[src/rtl/pcv_pkg.sv]
// Shared types and constants for the Pedersen commitment block.
package pcv_pkg;

    localparam int MOD_BITS_DEF = 64;
    localparam int FIELD_W = 64;
    localparam int ADDR_W = 5;

    localparam logic [1:0] REG_MODULUS = 2'd0;
    localparam logic [1:0] REG_BASE_G = 2'd1;
    localparam logic [1:0] REG_BASE_H = 2'd2;

    localparam logic [FIELD_W-1:0] MODULUS_RST = 64'd3;
    localparam logic [FIELD_W-1:0] BASE_RST = 64'd1;

    typedef enum logic [2:0] {
        S_IDLE,
        S_RED_G,
        S_RED_H,
        S_SQ,
        S_MUL,
        S_FIN,
        S_OUT
    } t_state;

    typedef enum logic [2:0] {
        OP_RED_G,
        OP_RED_H,
        OP_SQ,
        OP_MULB,
        OP_FIN
    } t_op;

    typedef struct packed {
        logic capture;
        logic start;
        t_op  op;
        logic exp_adv;
    } t_cmd;

    typedef struct packed {
        logic busy;
        logic done;
        logic exp_msb;
        logic exp_last;
        logic phase_h;
        logic p_small;
    } t_status;

endpackage

[src/rtl/pcv_if.sv]
// Valid/ready channel interfaces for input and result items.
interface pcv_in_if;
    logic                        valid;
    logic                        ready;
    logic [pcv_pkg::FIELD_W-1:0] blinding_exp;
    logic [pcv_pkg::FIELD_W-1:0] message_exp;
    logic [pcv_pkg::FIELD_W-1:0] expected_commitment;
    modport source (output valid, blinding_exp, message_exp, expected_commitment,
                    input ready);
    modport sink (input valid, blinding_exp, message_exp, expected_commitment,
                  output ready);
endinterface

interface pcv_out_if;
    logic                        valid;
    logic                        ready;
    logic [pcv_pkg::FIELD_W-1:0] commitment;
    logic                        matches_res;
    modport source (output valid, commitment, matches_res, input ready);
    modport sink (input valid, commitment, matches_res, output ready);
endinterface

[src/rtl/pcv_datapath.sv]
// Datapath: operand registers, bit-serial modular multiply/reduce unit, exponent walk.
module pcv_datapath #(
    parameter int MOD_BITS = pcv_pkg::MOD_BITS_DEF
) (
    input  logic                        i_clk,
    input  logic                        i_rst_n,
    input  pcv_pkg::t_cmd               i_cmd,
    output pcv_pkg::t_status            o_st,
    input  logic [pcv_pkg::FIELD_W-1:0] i_p,
    input  logic [pcv_pkg::FIELD_W-1:0] i_g,
    input  logic [pcv_pkg::FIELD_W-1:0] i_h,
    input  logic [pcv_pkg::FIELD_W-1:0] i_r,
    input  logic [pcv_pkg::FIELD_W-1:0] i_m,
    input  logic [pcv_pkg::FIELD_W-1:0] i_e,
    output logic [pcv_pkg::FIELD_W-1:0] o_res,
    output logic                        o_match
);
    localparam int W = MOD_BITS;
    localparam int CW = (W > 1) ? $clog2(W) : 1;
    localparam logic [CW-1:0] LAST = CW'(W - 1);

    logic [W-1:0] p_m;
    logic [W-1:0] r_m, r_e, r_exp, r_bg, r_bh, r_acc, r_gr, r_res;
    logic [W-1:0] r_u, r_x, r_a;
    logic [CW-1:0] r_cnt, r_bit;
    logic r_busy, r_phase;
    pcv_pkg::t_op r_op;

    logic [W:0] t_red, t_dbl, t_sum;
    logic [W-1:0] n_u, v_dbl;
    logic done;

    assign p_m = i_p[W-1:0];
    assign done = r_busy && (r_cnt == LAST);

    always_comb begin
        t_red = {r_u, r_x[W-1]};
        t_dbl = {r_u, 1'b0};
        if (t_dbl >= {1'b0, p_m}) begin
            t_dbl = t_dbl - {1'b0, p_m};
        end
        v_dbl = t_dbl[W-1:0];
        t_sum = {1'b0, v_dbl} + {1'b0, r_a};
        if (t_sum >= {1'b0, p_m}) begin
            t_sum = t_sum - {1'b0, p_m};
        end
        if (t_red >= {1'b0, p_m}) begin
            t_red = t_red - {1'b0, p_m};
        end
        if (r_op == pcv_pkg::OP_RED_G || r_op == pcv_pkg::OP_RED_H) begin
            n_u = t_red[W-1:0];
        end else if (r_x[W-1]) begin
            n_u = t_sum[W-1:0];
        end else begin
            n_u = v_dbl;
        end
    end

    always_ff @(posedge i_clk) begin
        if (!i_rst_n) begin
            r_busy <= 1'b0;
        end else if (i_cmd.start && !r_busy) begin
            r_busy <= 1'b1;
        end else if (done) begin
            r_busy <= 1'b0;
        end
    end

    always_ff @(posedge i_clk) begin
        if (i_cmd.capture) begin
            r_m <= i_m[W-1:0];
            r_e <= i_e[W-1:0];
            r_exp <= i_r[W-1:0];
            r_bit <= '0;
            r_phase <= 1'b0;
            r_acc <= W'(1);
            r_res <= '0;
        end
        if (i_cmd.start && !r_busy) begin
            r_op <= i_cmd.op;
            r_cnt <= '0;
            r_u <= '0;
            case (i_cmd.op)
                pcv_pkg::OP_RED_G: begin
                    r_x <= i_g[W-1:0];
                    r_a <= '0;
                end
                pcv_pkg::OP_RED_H: begin
                    r_x <= i_h[W-1:0];
                    r_a <= '0;
                end
                pcv_pkg::OP_SQ: begin
                    r_x <= r_acc;
                    r_a <= r_acc;
                end
                pcv_pkg::OP_MULB: begin
                    r_x <= r_phase ? r_bh : r_bg;
                    r_a <= r_acc;
                end
                pcv_pkg::OP_FIN: begin
                    r_x <= r_acc;
                    r_a <= r_gr;
                end
                default: begin
                    r_x <= '0;
                    r_a <= '0;
                end
            endcase
        end else if (r_busy) begin
            r_u <= n_u;
            r_x <= r_x << 1;
            r_cnt <= r_cnt + CW'(1);
        end
        if (done) begin
            case (r_op)
                pcv_pkg::OP_RED_G: r_bg <= n_u;
                pcv_pkg::OP_RED_H: r_bh <= n_u;
                pcv_pkg::OP_FIN: r_res <= n_u;
                default: begin
                    // The last step of g^r parks its product and restarts the accumulator.
                    if (i_cmd.exp_adv && r_bit == LAST && !r_phase) begin
                        r_gr <= n_u;
                        r_acc <= W'(1);
                    end else begin
                        r_acc <= n_u;
                    end
                end
            endcase
        end
        // Exponent advance: either the next bit, or switch from r to m.
        if (i_cmd.exp_adv) begin
            if (r_bit == LAST) begin
                if (!r_phase) begin
                    r_exp <= r_m;
                    r_bit <= '0;
                    r_phase <= 1'b1;
                end
            end else begin
                r_bit <= r_bit + CW'(1);
                r_exp <= r_exp << 1;
            end
        end
    end

    assign o_st.busy = r_busy;
    assign o_st.done = done;
    assign o_st.exp_msb = r_exp[W-1];
    assign o_st.exp_last = (r_bit == LAST);
    assign o_st.phase_h = r_phase;
    assign o_st.p_small = (p_m >> 1) == '0;

    assign o_res = pcv_pkg::FIELD_W'(r_res);
    assign o_match = (r_res == r_e);

    a_res_below_p: assert property (@(posedge i_clk) disable iff (!i_rst_n)
        (done && r_op == pcv_pkg::OP_FIN) |=> (r_res < p_m))
        else $error("commitment not reduced below modulus");
    a_no_start_busy: assert property (@(posedge i_clk) disable iff (!i_rst_n)
        (r_busy && !done) |=> r_busy)
        else $error("serial unit stopped early");
endmodule

[src/rtl/pcv_ctrl.sv]
// Controller: sequences reductions, square-and-multiply steps and result handoff.
module pcv_ctrl (
    input  logic             i_clk,
    input  logic             i_rst_n,
    input  logic             i_in_valid,
    input  logic             i_out_free,
    input  pcv_pkg::t_status i_st,
    output pcv_pkg::t_cmd    o_cmd,
    output logic             o_in_ready,
    output logic             o_load_out
);
    pcv_pkg::t_state r_state, n_state;

    always_ff @(posedge i_clk) begin
        if (!i_rst_n) begin
            r_state <= pcv_pkg::S_IDLE;
        end else begin
            r_state <= n_state;
        end
    end

    always_comb begin
        n_state = r_state;
        case (r_state)
            pcv_pkg::S_IDLE: begin
                if (i_in_valid) begin
                    n_state = i_st.p_small ? pcv_pkg::S_OUT : pcv_pkg::S_RED_G;
                end
            end
            pcv_pkg::S_RED_G: if (i_st.done) n_state = pcv_pkg::S_RED_H;
            pcv_pkg::S_RED_H: if (i_st.done) n_state = pcv_pkg::S_SQ;
            pcv_pkg::S_SQ: begin
                if (i_st.done) begin
                    if (i_st.exp_msb) begin
                        n_state = pcv_pkg::S_MUL;
                    end else if (i_st.exp_last && i_st.phase_h) begin
                        n_state = pcv_pkg::S_FIN;
                    end
                end
            end
            pcv_pkg::S_MUL: begin
                if (i_st.done) begin
                    n_state = (i_st.exp_last && i_st.phase_h) ? pcv_pkg::S_FIN
                                                             : pcv_pkg::S_SQ;
                end
            end
            pcv_pkg::S_FIN: if (i_st.done) n_state = pcv_pkg::S_OUT;
            pcv_pkg::S_OUT: if (i_out_free) n_state = pcv_pkg::S_IDLE;
            default: n_state = pcv_pkg::S_IDLE;
        endcase
    end

    always_comb begin
        o_cmd = '0;
        o_cmd.op = pcv_pkg::OP_SQ;
        o_in_ready = 1'b0;
        o_load_out = 1'b0;
        case (r_state)
            pcv_pkg::S_IDLE: begin
                o_in_ready = 1'b1;
                o_cmd.capture = i_in_valid;
            end
            pcv_pkg::S_RED_G: begin
                o_cmd.op = pcv_pkg::OP_RED_G;
                o_cmd.start = !i_st.busy;
            end
            pcv_pkg::S_RED_H: begin
                o_cmd.op = pcv_pkg::OP_RED_H;
                o_cmd.start = !i_st.busy;
            end
            pcv_pkg::S_SQ: begin
                o_cmd.op = pcv_pkg::OP_SQ;
                o_cmd.start = !i_st.busy;
                o_cmd.exp_adv = i_st.done && !i_st.exp_msb;
            end
            pcv_pkg::S_MUL: begin
                o_cmd.op = pcv_pkg::OP_MULB;
                o_cmd.start = !i_st.busy;
                o_cmd.exp_adv = i_st.done;
            end
            pcv_pkg::S_FIN: begin
                o_cmd.op = pcv_pkg::OP_FIN;
                o_cmd.start = !i_st.busy;
            end
            pcv_pkg::S_OUT: o_load_out = i_out_free;
            default: o_cmd = '0;
        endcase
    end

    a_busy_in_compute: assert property (@(posedge i_clk) disable iff (!i_rst_n)
        i_st.busy |-> (r_state != pcv_pkg::S_IDLE && r_state != pcv_pkg::S_OUT))
        else $error("serial unit running outside a compute state");
endmodule

[src/rtl/pedersen_commit_verify.sv]
// Top level: Pedersen commitment c = g^r * h^m mod p with compare against expected value.
//
//  channel  | dir | handshake        | payload
//  i_in     | in  | valid/ready      | blinding_exp, message_exp, expected_commitment
//  o_out    | out | valid/ready      | commitment, matches_res
//  apb      | in  | psel/penable     | modulus @0x00, base_g @0x08, base_h @0x10
//
// Each modular multiply or base reduction runs through one shared bit-serial unit; an item
// needs two base reductions, one squaring per exponent bit, one multiply per set exponent
// bit and a final multiply, plus intake and handoff. When the modulus is below 2 the item
// skips the computation and goes straight to handoff.
// Reset (i_rst_n, synchronous) loads p = 3, g = h = 1 and empties the result register.
// A finished result waits in the output register; the next item is taken once the
// result has moved there.
module pedersen_commit_verify #(
    parameter int MOD_BITS = pcv_pkg::MOD_BITS_DEF
) (
    input  logic                        i_clk,
    input  logic                        i_rst_n,
    pcv_in_if.sink                      i_in,
    pcv_out_if.source                   o_out,
    input  logic                        psel,
    input  logic                        penable,
    input  logic                        pwrite,
    input  logic [pcv_pkg::ADDR_W-1:0]  paddr,
    input  logic [pcv_pkg::FIELD_W-1:0] pwdata,
    output logic [pcv_pkg::FIELD_W-1:0] prdata,
    output logic                        pready
);
    logic [pcv_pkg::FIELD_W-1:0] r_p, r_g, r_h;
    logic [pcv_pkg::FIELD_W-1:0] r_out_c, res;
    logic r_out_valid, r_out_m, match, out_free, load_out;
    logic [1:0] reg_idx;
    pcv_pkg::t_cmd cmd;
    pcv_pkg::t_status st;

    assign pready = 1'b1;
    assign reg_idx = paddr[4:3];

    always_ff @(posedge i_clk) begin
        if (!i_rst_n) begin
            r_p <= pcv_pkg::MODULUS_RST;
            r_g <= pcv_pkg::BASE_RST;
            r_h <= pcv_pkg::BASE_RST;
        end else if (psel && penable && pwrite && paddr[2:0] == 3'd0) begin
            case (reg_idx)
                pcv_pkg::REG_MODULUS: r_p <= pwdata;
                pcv_pkg::REG_BASE_G: r_g <= pwdata;
                pcv_pkg::REG_BASE_H: r_h <= pwdata;
                default: r_p <= r_p;
            endcase
        end
    end

    always_comb begin
        case (reg_idx)
            pcv_pkg::REG_MODULUS: prdata = r_p;
            pcv_pkg::REG_BASE_G: prdata = r_g;
            pcv_pkg::REG_BASE_H: prdata = r_h;
            default: prdata = '0;
        endcase
    end

    pcv_ctrl u_ctrl (
        .i_clk      (i_clk),
        .i_rst_n    (i_rst_n),
        .i_in_valid (i_in.valid),
        .i_out_free (out_free),
        .i_st       (st),
        .o_cmd      (cmd),
        .o_in_ready (i_in.ready),
        .o_load_out (load_out)
    );

    pcv_datapath #(.MOD_BITS(MOD_BITS)) u_dp (
        .i_clk   (i_clk),
        .i_rst_n (i_rst_n),
        .i_cmd   (cmd),
        .o_st    (st),
        .i_p     (r_p),
        .i_g     (r_g),
        .i_h     (r_h),
        .i_r     (i_in.blinding_exp),
        .i_m     (i_in.message_exp),
        .i_e     (i_in.expected_commitment),
        .o_res   (res),
        .o_match (match)
    );

    assign out_free = !r_out_valid || o_out.ready;

    always_ff @(posedge i_clk) begin
        if (!i_rst_n) begin
            r_out_valid <= 1'b0;
        end else if (load_out) begin
            r_out_valid <= 1'b1;
        end else if (o_out.ready) begin
            r_out_valid <= 1'b0;
        end
    end

    always_ff @(posedge i_clk) begin
        if (load_out) begin
            r_out_c <= res;
            r_out_m <= match;
        end
    end

    assign o_out.valid = r_out_valid;
    assign o_out.commitment = r_out_c;
    assign o_out.matches_res = r_out_m;

    a_one_in_flight: assert property (@(posedge i_clk) disable iff (!i_rst_n)
        (i_in.valid && i_in.ready) |=> !i_in.ready)
        else $error("second item taken while one is in progress");
    a_load_only_free: assert property (@(posedge i_clk) disable iff (!i_rst_n)
        load_out |-> out_free)
        else $error("result register overwritten before it was taken");
endmodule
[src/flat_wrapper.sv]
// flat-port wrapper written by rule: the top's interface ports become plain ports
module pedersen_commit_verify_flat 
#(
    parameter int MOD_BITS = pcv_pkg::MOD_BITS_DEF
)
  (i_clk, i_rst_n, psel, penable, pwrite, paddr, pwdata, prdata, pready, i_in_valid, i_in_blinding_exp, i_in_message_exp, i_in_expected_commitment, i_in_ready, o_out_valid, o_out_commitment, o_out_matches_res, o_out_ready);
  pcv_in_if i_in_i ();
  pcv_out_if o_out_i ();
  input  logic i_clk;
  input  logic i_rst_n;
  input  logic psel;
  input  logic penable;
  input  logic pwrite;
  input  logic [pcv_pkg::ADDR_W-1:0] paddr;
  input  logic [pcv_pkg::FIELD_W-1:0] pwdata;
  output logic [pcv_pkg::FIELD_W-1:0] prdata;
  output logic pready;
  input wire logic [$bits(i_in_i.valid)-1:0] i_in_valid;
  input wire logic [$bits(i_in_i.blinding_exp)-1:0] i_in_blinding_exp;
  input wire logic [$bits(i_in_i.message_exp)-1:0] i_in_message_exp;
  input wire logic [$bits(i_in_i.expected_commitment)-1:0] i_in_expected_commitment;
  output wire logic [$bits(i_in_i.ready)-1:0] i_in_ready;
  output wire logic [$bits(o_out_i.valid)-1:0] o_out_valid;
  output wire logic [$bits(o_out_i.commitment)-1:0] o_out_commitment;
  output wire logic [$bits(o_out_i.matches_res)-1:0] o_out_matches_res;
  input wire logic [$bits(o_out_i.ready)-1:0] o_out_ready;
  assign i_in_i.valid = i_in_valid;
  assign i_in_i.blinding_exp = i_in_blinding_exp;
  assign i_in_i.message_exp = i_in_message_exp;
  assign i_in_i.expected_commitment = i_in_expected_commitment;
  assign i_in_ready = i_in_i.ready;
  assign o_out_valid = o_out_i.valid;
  assign o_out_commitment = o_out_i.commitment;
  assign o_out_matches_res = o_out_i.matches_res;
  assign o_out_i.ready = o_out_ready;
  pedersen_commit_verify #(.MOD_BITS(MOD_BITS)) u_core (.i_clk(i_clk), .i_rst_n(i_rst_n), .i_in(i_in_i), .o_out(o_out_i), .psel(psel), .penable(penable), .pwrite(pwrite), .paddr(paddr), .pwdata(pwdata), .prdata(prdata), .pready(pready));
endmodule
[config.mk]
export PLATFORM = sky130hd
export DESIGN_NAME = pedersen_commit_verify_flat
export DESIGN_NICKNAME = d
export VERILOG_FILES = /design/src/rtl/pcv_pkg.sv /design/src/rtl/pcv_if.sv /design/src/rtl/pcv_datapath.sv /design/src/rtl/pcv_ctrl.sv /design/src/rtl/pedersen_commit_verify.sv /design/src/flat_wrapper.sv
export SDC_FILE = /design/constraint.sdc
export NUM_CORES = 2
export LEC_CHECK = 0
export BUFFER_PORTS_ARGS = -buffer_cell sky130_fd_sc_hd__buf_2
export CORE_UTILIZATION = 45
export DETAILED_ROUTE_END_ITERATION = 12
export PLACE_DENSITY = 0.63
export SETUP_SLACK_MARGIN = 0.3
export SKIP_CTS_REPAIR_TIMING = 1
export SYNTH_ARGS = -nofsm -noshare
export SYNTH_HDL_FRONTEND = slang
export SYNTH_SLANG_ARGS = --single-unit
[constraint.sdc]
create_clock -name i_clk -period 9.93 [get_ports i_clk]
set_clock_uncertainty 0.1 [all_clocks]
set_input_delay 0 -clock i_clk [delete_from_list [all_inputs] [get_ports i_clk]]
set_output_delay 0 -clock i_clk [all_outputs]
set_load 0.01 [all_outputs]
# == After elaboration in Yosys (flattened, before gate mapping) ==
# Index checks and enable logic that the tools add are counted.
# totals
out_inout_bits,132
ff_bits,982
# classes
bitwise_logic,1
n_reduce_logical,35
magnitude_cmp,3
mux,51
add_sub_neg,6
n_eq_ne,25
# ops
operator,count
64-bit two-way mux,19
64-bit one-hot mux with 4 select lines,1
65-bit by 64-bit >= comparator with 1-bit output,3
64-bit one-hot mux with 3 select lines,1
64-bit subtractor,3
64-bit one-hot mux with 2 select lines,1
64-bit by 64-bit adder with 65-bit output,1
64-bit equality test,1
64-bit logical NOT,1
3-bit two-way mux,11
6-bit two-way mux,4
4-bit one-hot mux with 6 select lines,1
3-bit one-hot mux with 7 select lines,1
3-bit equality test (second input constant),5
2-bit inequality test (second input constant),7
6-bit by 1-bit adder with 6-bit output (second input constant),2
3-bit by 2-bit equality test with 1-bit output (second input constant),4
6-bit equality test (second input constant),2
3-bit logical NOT,4
1-bit two-way mux,11
2-bit AND reduction,5
3-bit by 1-bit equality test with 1-bit output (second input constant),3
1-bit logical AND,9
8-bit AND reduction,1
12 further kinds,20

# == Depth between registers and ports, before layout ==
# depth
word_depth,10
depth_mapped,42
mapped_depth_nobuf,35

# == By module ==
# Synthesis repeated with hierarchy kept, for this count alone.
# hier_totals
hier_cells,6343
area_unflattened_um2,59374.4
# modules_own_cells
module,area_each_um2,seq_area_each_um2,cells_per_inst,instances
pcv_datapath,48567.8,18948.2,5312,1
pedersen_commit_verify,10461.3,5815.6,983,1
pcv_ctrl,345.3,60.1,48,1

# == Worst setup path after synthesis ==
# Ideal clock, no wire load.
# synth_timing
kind,register to register
from,reg u_core.r_p[20] (netlist name)
to,reg u_core.u_dp.r_bg[60] (data pin)
path_stages_with_launch,38
slack_ns,1.858
setup_ns,0.285
synth_period_minus_slack_ns,8.072
n_path_buf,5
arrival_time_ns,7.687
required_ns,9.545
path_cell_list,dfxtp_1 > inv_1 > ha_1 > buf_2 > a21oi_1 > o21ai_1 > a21oi_1 > o21ai_0 > a21oi_1 > a22o_1 > buf_2 > nand2_2 > buf_4 > buf_2 > a21oi_1 > inv_1 > fa_1 > nor2b_1 > [... 2 more ...] > a2111o_1 > a211oi_4 > a31oi_1 > o21ai_1 > a31oi_1 > xnor2_1 > ha_1 > a21o_1 > a211oi_1 > o31ai_1 > a211o_1 > a211o_1 > a21oi_2 > clkbuf_1 > a21oi_1 > and4b_1 > a211oi_1 > a21oi_1
# synth_via
elab_chain_cells,7
elab_cells_between_ends,12
cone_classes,add/sub: 4; order compare: 3; mux: 5
# synth_rtl
item,line_no,source
start: declaration,pedersen_commit_verify.sv:30,"logic [pcv_pkg::FIELD_W-1:0] r_p, r_g, r_h;"
start signal: assignment,pedersen_commit_verify.sv:42,r_p <= pcv_pkg::MODULUS_RST;
start signal: assignment,pedersen_commit_verify.sv:47,pcv_pkg::REG_MODULUS: r_p <= pwdata;
start signal: assignment,pedersen_commit_verify.sv:50,default: r_p <= r_p;
64-bit subtractor or 65-bit by 64-bit >= comparator with 1-bit output (tied branches),"pcv_datapath.sv:40, pcv_datapath.sv:39",
64-bit two-way mux,pcv_datapath.sv:39,"if (t_dbl >= {1'b0, p_m}) begin"
64-bit by 64-bit adder with 65-bit output,pcv_datapath.sv:43,"t_sum = {1'b0, v_dbl} + {1'b0, r_a};"
64-bit subtractor or 65-bit by 64-bit >= comparator with 1-bit output (tied branches),"pcv_datapath.sv:45, pcv_datapath.sv:44",
64-bit two-way mux,pcv_datapath.sv:44,"if (t_sum >= {1'b0, p_m}) begin"
64-bit two-way mux,pcv_datapath.sv:52,end else if (r_x[W-1]) begin
64-bit two-way mux *,pcv_datapath.sv:50,if (r_op == pcv_pkg::OP_RED_G || r_op == pcv_pkg::OP_RED_H) begin
via u_core.u_dp.n_u[60],pcv_datapath.sv:30,"logic [W-1:0] n_u, v_dbl;"
end signal: assignment,pcv_datapath.sv:116,pcv_pkg::OP_RED_G: r_bg <= n_u;
end: declaration,pcv_datapath.sv:23,"logic [W-1:0] r_m, r_e, r_exp, r_bg, r_bh, r_acc, r_gr, r_res;"
# Mark *: on every way through the listed nets, which the timed path passes. The rest lies on a longest branch.
# A chain may end at the register's enable or synchronous reset.

# == Final worst setup path ==
# layout_timing
from,reg u_core.r_p[58] (netlist name)
to,reg u_core.u_dp.r_bh[57] (data pin)
# layout_via
elab_chain_cells,7
elab_cells_between_ends,11
cone_classes,add/sub: 3; order compare: 3; mux: 5
# layout_rtl
item,line_no,source
65-bit by 64-bit >= comparator with 1-bit output or 64-bit subtractor (tied branches),"pcv_datapath.sv:39, pcv_datapath.sv:40",
64-bit two-way mux,pcv_datapath.sv:39,
64-bit by 64-bit adder with 65-bit output,pcv_datapath.sv:43,
64-bit subtractor or 65-bit by 64-bit >= comparator with 1-bit output (tied branches),"pcv_datapath.sv:45, pcv_datapath.sv:44",
64-bit two-way mux,pcv_datapath.sv:44,
64-bit two-way mux,pcv_datapath.sv:52,
64-bit two-way mux *,pcv_datapath.sv:50,
via u_core.u_dp.n_u[57],pcv_datapath.sv:30,
end signal: assignment,pcv_datapath.sv:117,pcv_pkg::OP_RED_H: r_bh <= n_u;
end: declaration,pcv_datapath.sv:23,
# Marks and branches as above.

==> results.txt <==
- Outcome: finished, violations left
- Violated checks: negative hold slack
- The number of slew-limit violations in the final report is 0.
- Final critical path time including I/O delays and setup: 9.54 ns
* Count of buffer and inverter cells on the critical path: 11
- Average detailed-routed wire length per instance: 32.7 um
- Transition time of the tightest slew-check pin: between 1 and 1.5 ns
- The die covers 127000 sq um.
* Critical path's largest stage delay: 0.63 ns
- The number of nets in the synthesized netlist is 6697.
- Post-synth EDFFs: roughly 520
- TritonCTS built the clock tree.
* Final Non-Filler Cells: just over 9000
- Worst setup path category: reg -> reg
- Measured against its own limit, the worst slew margin works out to 5.07%.
- Sequential-to-total area share from yosys stat: a little over two fifths
* Largest cells by area after synthesis: edfxtp_1 (27%), dfxtp_1 (16%), nand2_1 (5.4%), a21oi_1 (5.3%), ha_1 (4.3%)
- Hold timing on the final database bottoms out at a slack of -0.0173 ns.
- The Yosys step of the flow raised 0 warnings.
- RePlAce Congestion: 1.09
- Critical path arrival: roughly 9.9 ns
- Across every metal layer, demand over resource in global routing totals 44.3%.
- After detailed routing, the number of vias per cell comes to 6.44.
- The die is 357 um tall.
- Die span in x: 357 um
- Detailed placement ended at an HPWL of about 230000 um.
- Unrepaired setup endpoints after global routing: true
* Wirelength, routed: 305000 um
- Averaged over all synthesized cells, the footprint is 9.08 sq um.
- STA classifies the critical path startpoint as a register.
- The via count of the first global-routing pass came to about 52000.
- Input/output buffers: 398
- After global routing the overflow that remains totals 0.
- Once detail routing completed, the nets flagged for antenna violations numbered 0.
- Final Net Count: 8067
* Global-route wire length before repair: between 300000 and 400000 um
- Fill cells in the final layout number 10444.
- Data on the critical path is required at its endpoint by 10.32 ns.
* Worst min-delay path class: in -> reg
- The number of antenna violations at the first check in global routing is 32.
- Across the run, the number of max-cap violations was 0.
- Counting every instance in the synthesized netlist gives a little over 6000.
* Cell type of the slowest stage on the worst timing path: or4b_2
- DP Worst Slack: -0.112 ns
- Most frequent cell after synthesis: nand2_1
* Met2 Resource Use GR: between 50 and 60%
- After layout, the worst setup slack is 0.390 ns.
- I/O Pins: 400
- The final critical path takes up 96.1% of the cycle.
* Drt pass-1 iters: 9
- Global routing used 62.8% of the available met1 tracks.
* Starting Density: 45.6%
* Clock Root Buffer: clkbuf_16
* H-tree levels: 3
- DRC violations left: 0
- Placed standard-cell area: about 66000 sq um
* Number of different library cells in the post-synthesis netlist: 102
- In this run the cell area of the synthesized design comes to 56600 sq um.
- Global routing used a little under a fifth of the available met3 tracks.
- The most used flip-flop cell after synthesis is edfxtp_1.
- Post-placement cell count: roughly 8700
- The clock passes through at most 3 buffers.
* Async set or reset register ratio after synthesis: 0%
* Vias: around 60000
- Of the cells placed in the final design, the portion with a size suffix greater than 1 is between 20% and 30%.
* Yosys reg bits: 982
- Fmax achieved: 0.105 GHz
* Top cell types by occurrence after synthesis: nand2_1 (821), a21oi_1 (598), nor2_1 (530), edfxtp_1 (516), dfxtp_1 (466)
- Worst-Skew Late Latency: roughly 0.77 ns
- Dominant delay contributor by cell family on the critical path: compound AO/OA/AOI/OAI gates
* Cell repeated most along the worst path: buf_4
- Summed over its instances, the top area cell type makes up 27.4% of the synthesized netlist area.
- TritonCTS created 103 clock buffers.
* Clock slew at reported path FFs: 0.06 ns
* First DRT Iteration DRCs: approximately 9400
- Most used routing layer in global routing: met1
- The worst setup path is captured at a register.
- The hold violation count in the final report came to 15.
- Setup violations remaining at the end of the flow were counted as 0.
- Crit path max fanout: 11
- Area growth from synthesis to final layout: 31.9%
* Maximum number of pins on one net before global-route repair: 123
- Core Rows: about 130
- Clock Sinks: 982
* Most area-hungry cell type in the Yosys netlist: edfxtp_1
- Area of the core: 124000 sq um
* Final non-filler cell area: 74600 sq um
==> metal layers <==
metal / part of all wire, % / vias to the layer above
met5: 0.062 / -
met4: 5.0 / 24
met3: 16 / 700
met2: 40 / 4381
met1: 39 / 29281
li1: - / 25758
==> final timing paths <==
check             slack [ns]                   end      startpoint  depth (start not counted)
setup / recovery        0.39  u_core.u_dp.r_bh[57]  u_core.r_p[58]                         40
hold / removal         -0.02        u_core.r_p[21]      pwdata[21]                          4
setup reg to reg        0.39  u_core.u_dp.r_bh[57]  u_core.r_p[58]                         40
hold reg to reg         0.39        u_core.r_h[25]  u_core.r_h[25]                          2
==> layout by cell type (no fill, tap or decap), drive strengths merged, types with 45 or more instances in the layout <==
master       Yosys  final
clkbuf         332    156
buf            107   1288
a21o           121    121
edfxtp         516    516
dlygate4sd3      0    416
o31ai           93     93
nand3          132    132
o21ai          343    343
inv            132    107
o21a            46     46
a211oi          70     70
a21boi         209    209
dfxtp          466    466
nor2           532    532
and3            45     45
ha             195    195
a221oi          79     79
a31oi           45     45
a22o           139    139
nor3            71     71
nor4            56     56
a22oi           70     70
o32ai           65     65
o211ai          45     45
xor2           163    163
xnor2          136    136
nand2          823    823
mux2i          153    153
nand4           94     94
a21oi          599    599
==> metrics by stage <==
| step | setup TNS [ns] | utilization (%) |
|---|---|---|
| 2_1_floorplan | 0 | - |
| 3_3_place_gp | -1.15 | 53.1 |
| 3_5_place_dp | -0.582 | 53.1 |
| 4_1_cts | -0.978 | 55.9 |
| 5_1_grt | 0 | 60.1 |
| 6_report | 0 | 60.1 |
==> cell families (layout without fill, tap and decap cells) <==
group,after synthesis,count (layout),synth area share (%)
and+or+nand+nor,1890,1890,14.7
muxes,185,185,3.35
xor gates and xnor gates,299,299,4.63
AOI/OAI and AO/OA,2101,2101,25.0
other,1,13,0.00663
adders and majority gates,199,199,4.46
buffers and inverters,573,2033,4.02
DFF,982,982,43.9
==> worst reg2reg max path, delay by kind of cell, from the launching register on <==
kind / cells / cell delay (ns)
AO/OA/AOI/OAI: 20 / 4.15
XOR/XNOR: 1 / 0.17
adder cells (fa/ha/maj): 3 / 0.97
buffers and inverters: 11 / 1.98
flip-flops: 1 / 0.42
AND/OR/NAND/NOR: 5 / 1.51
==> final cells by class <==
class | count | area (sq um) | share of cell area, %
Clock inverter | 39 | 558 | 0.748
Multi-Input combinational cell | 4675 | 30300 | 40.6
Timing Repair Buffer | 1704 | 13200 | 17.8
Inverter | 134 | 617 | 0.827
Tap cell | 1637 | 2050 | 2.75
Clock buffer | 156 | 2960 | 3.97
Sequential cell | 982 | 24900 | 33.3
Antenna cell | 12 | 30.0 | 0.0403
==> flip-flops by register name (all words and copies together) (netlist names), 6 cells and up <==
signal                   count
u_core.u_dp.r_u             64
u_core.r_g                  64
u_core.u_dp.o_res           64
u_core.u_dp.r_e             64
u_core.u_dp.r_a             64
u_core.u_dp.r_exp           64
u_core.u_dp.r_acc           64
u_core.u_dp.r_bit            6
u_core.u_dp.r_cnt            6
u_core.o_out.commitment     64
u_core.u_dp.r_bg            64
u_core.r_h                  64
u_core.u_dp.r_x             64
u_core.u_dp.r_gr            64
u_core.r_p                  64
u_core.u_dp.r_bh            64
u_core.u_dp.r_m             64
Power is left out: the tool's default activity adds up to more than one toggle a clock period on the data nets, which glitch-free logic cannot reach.
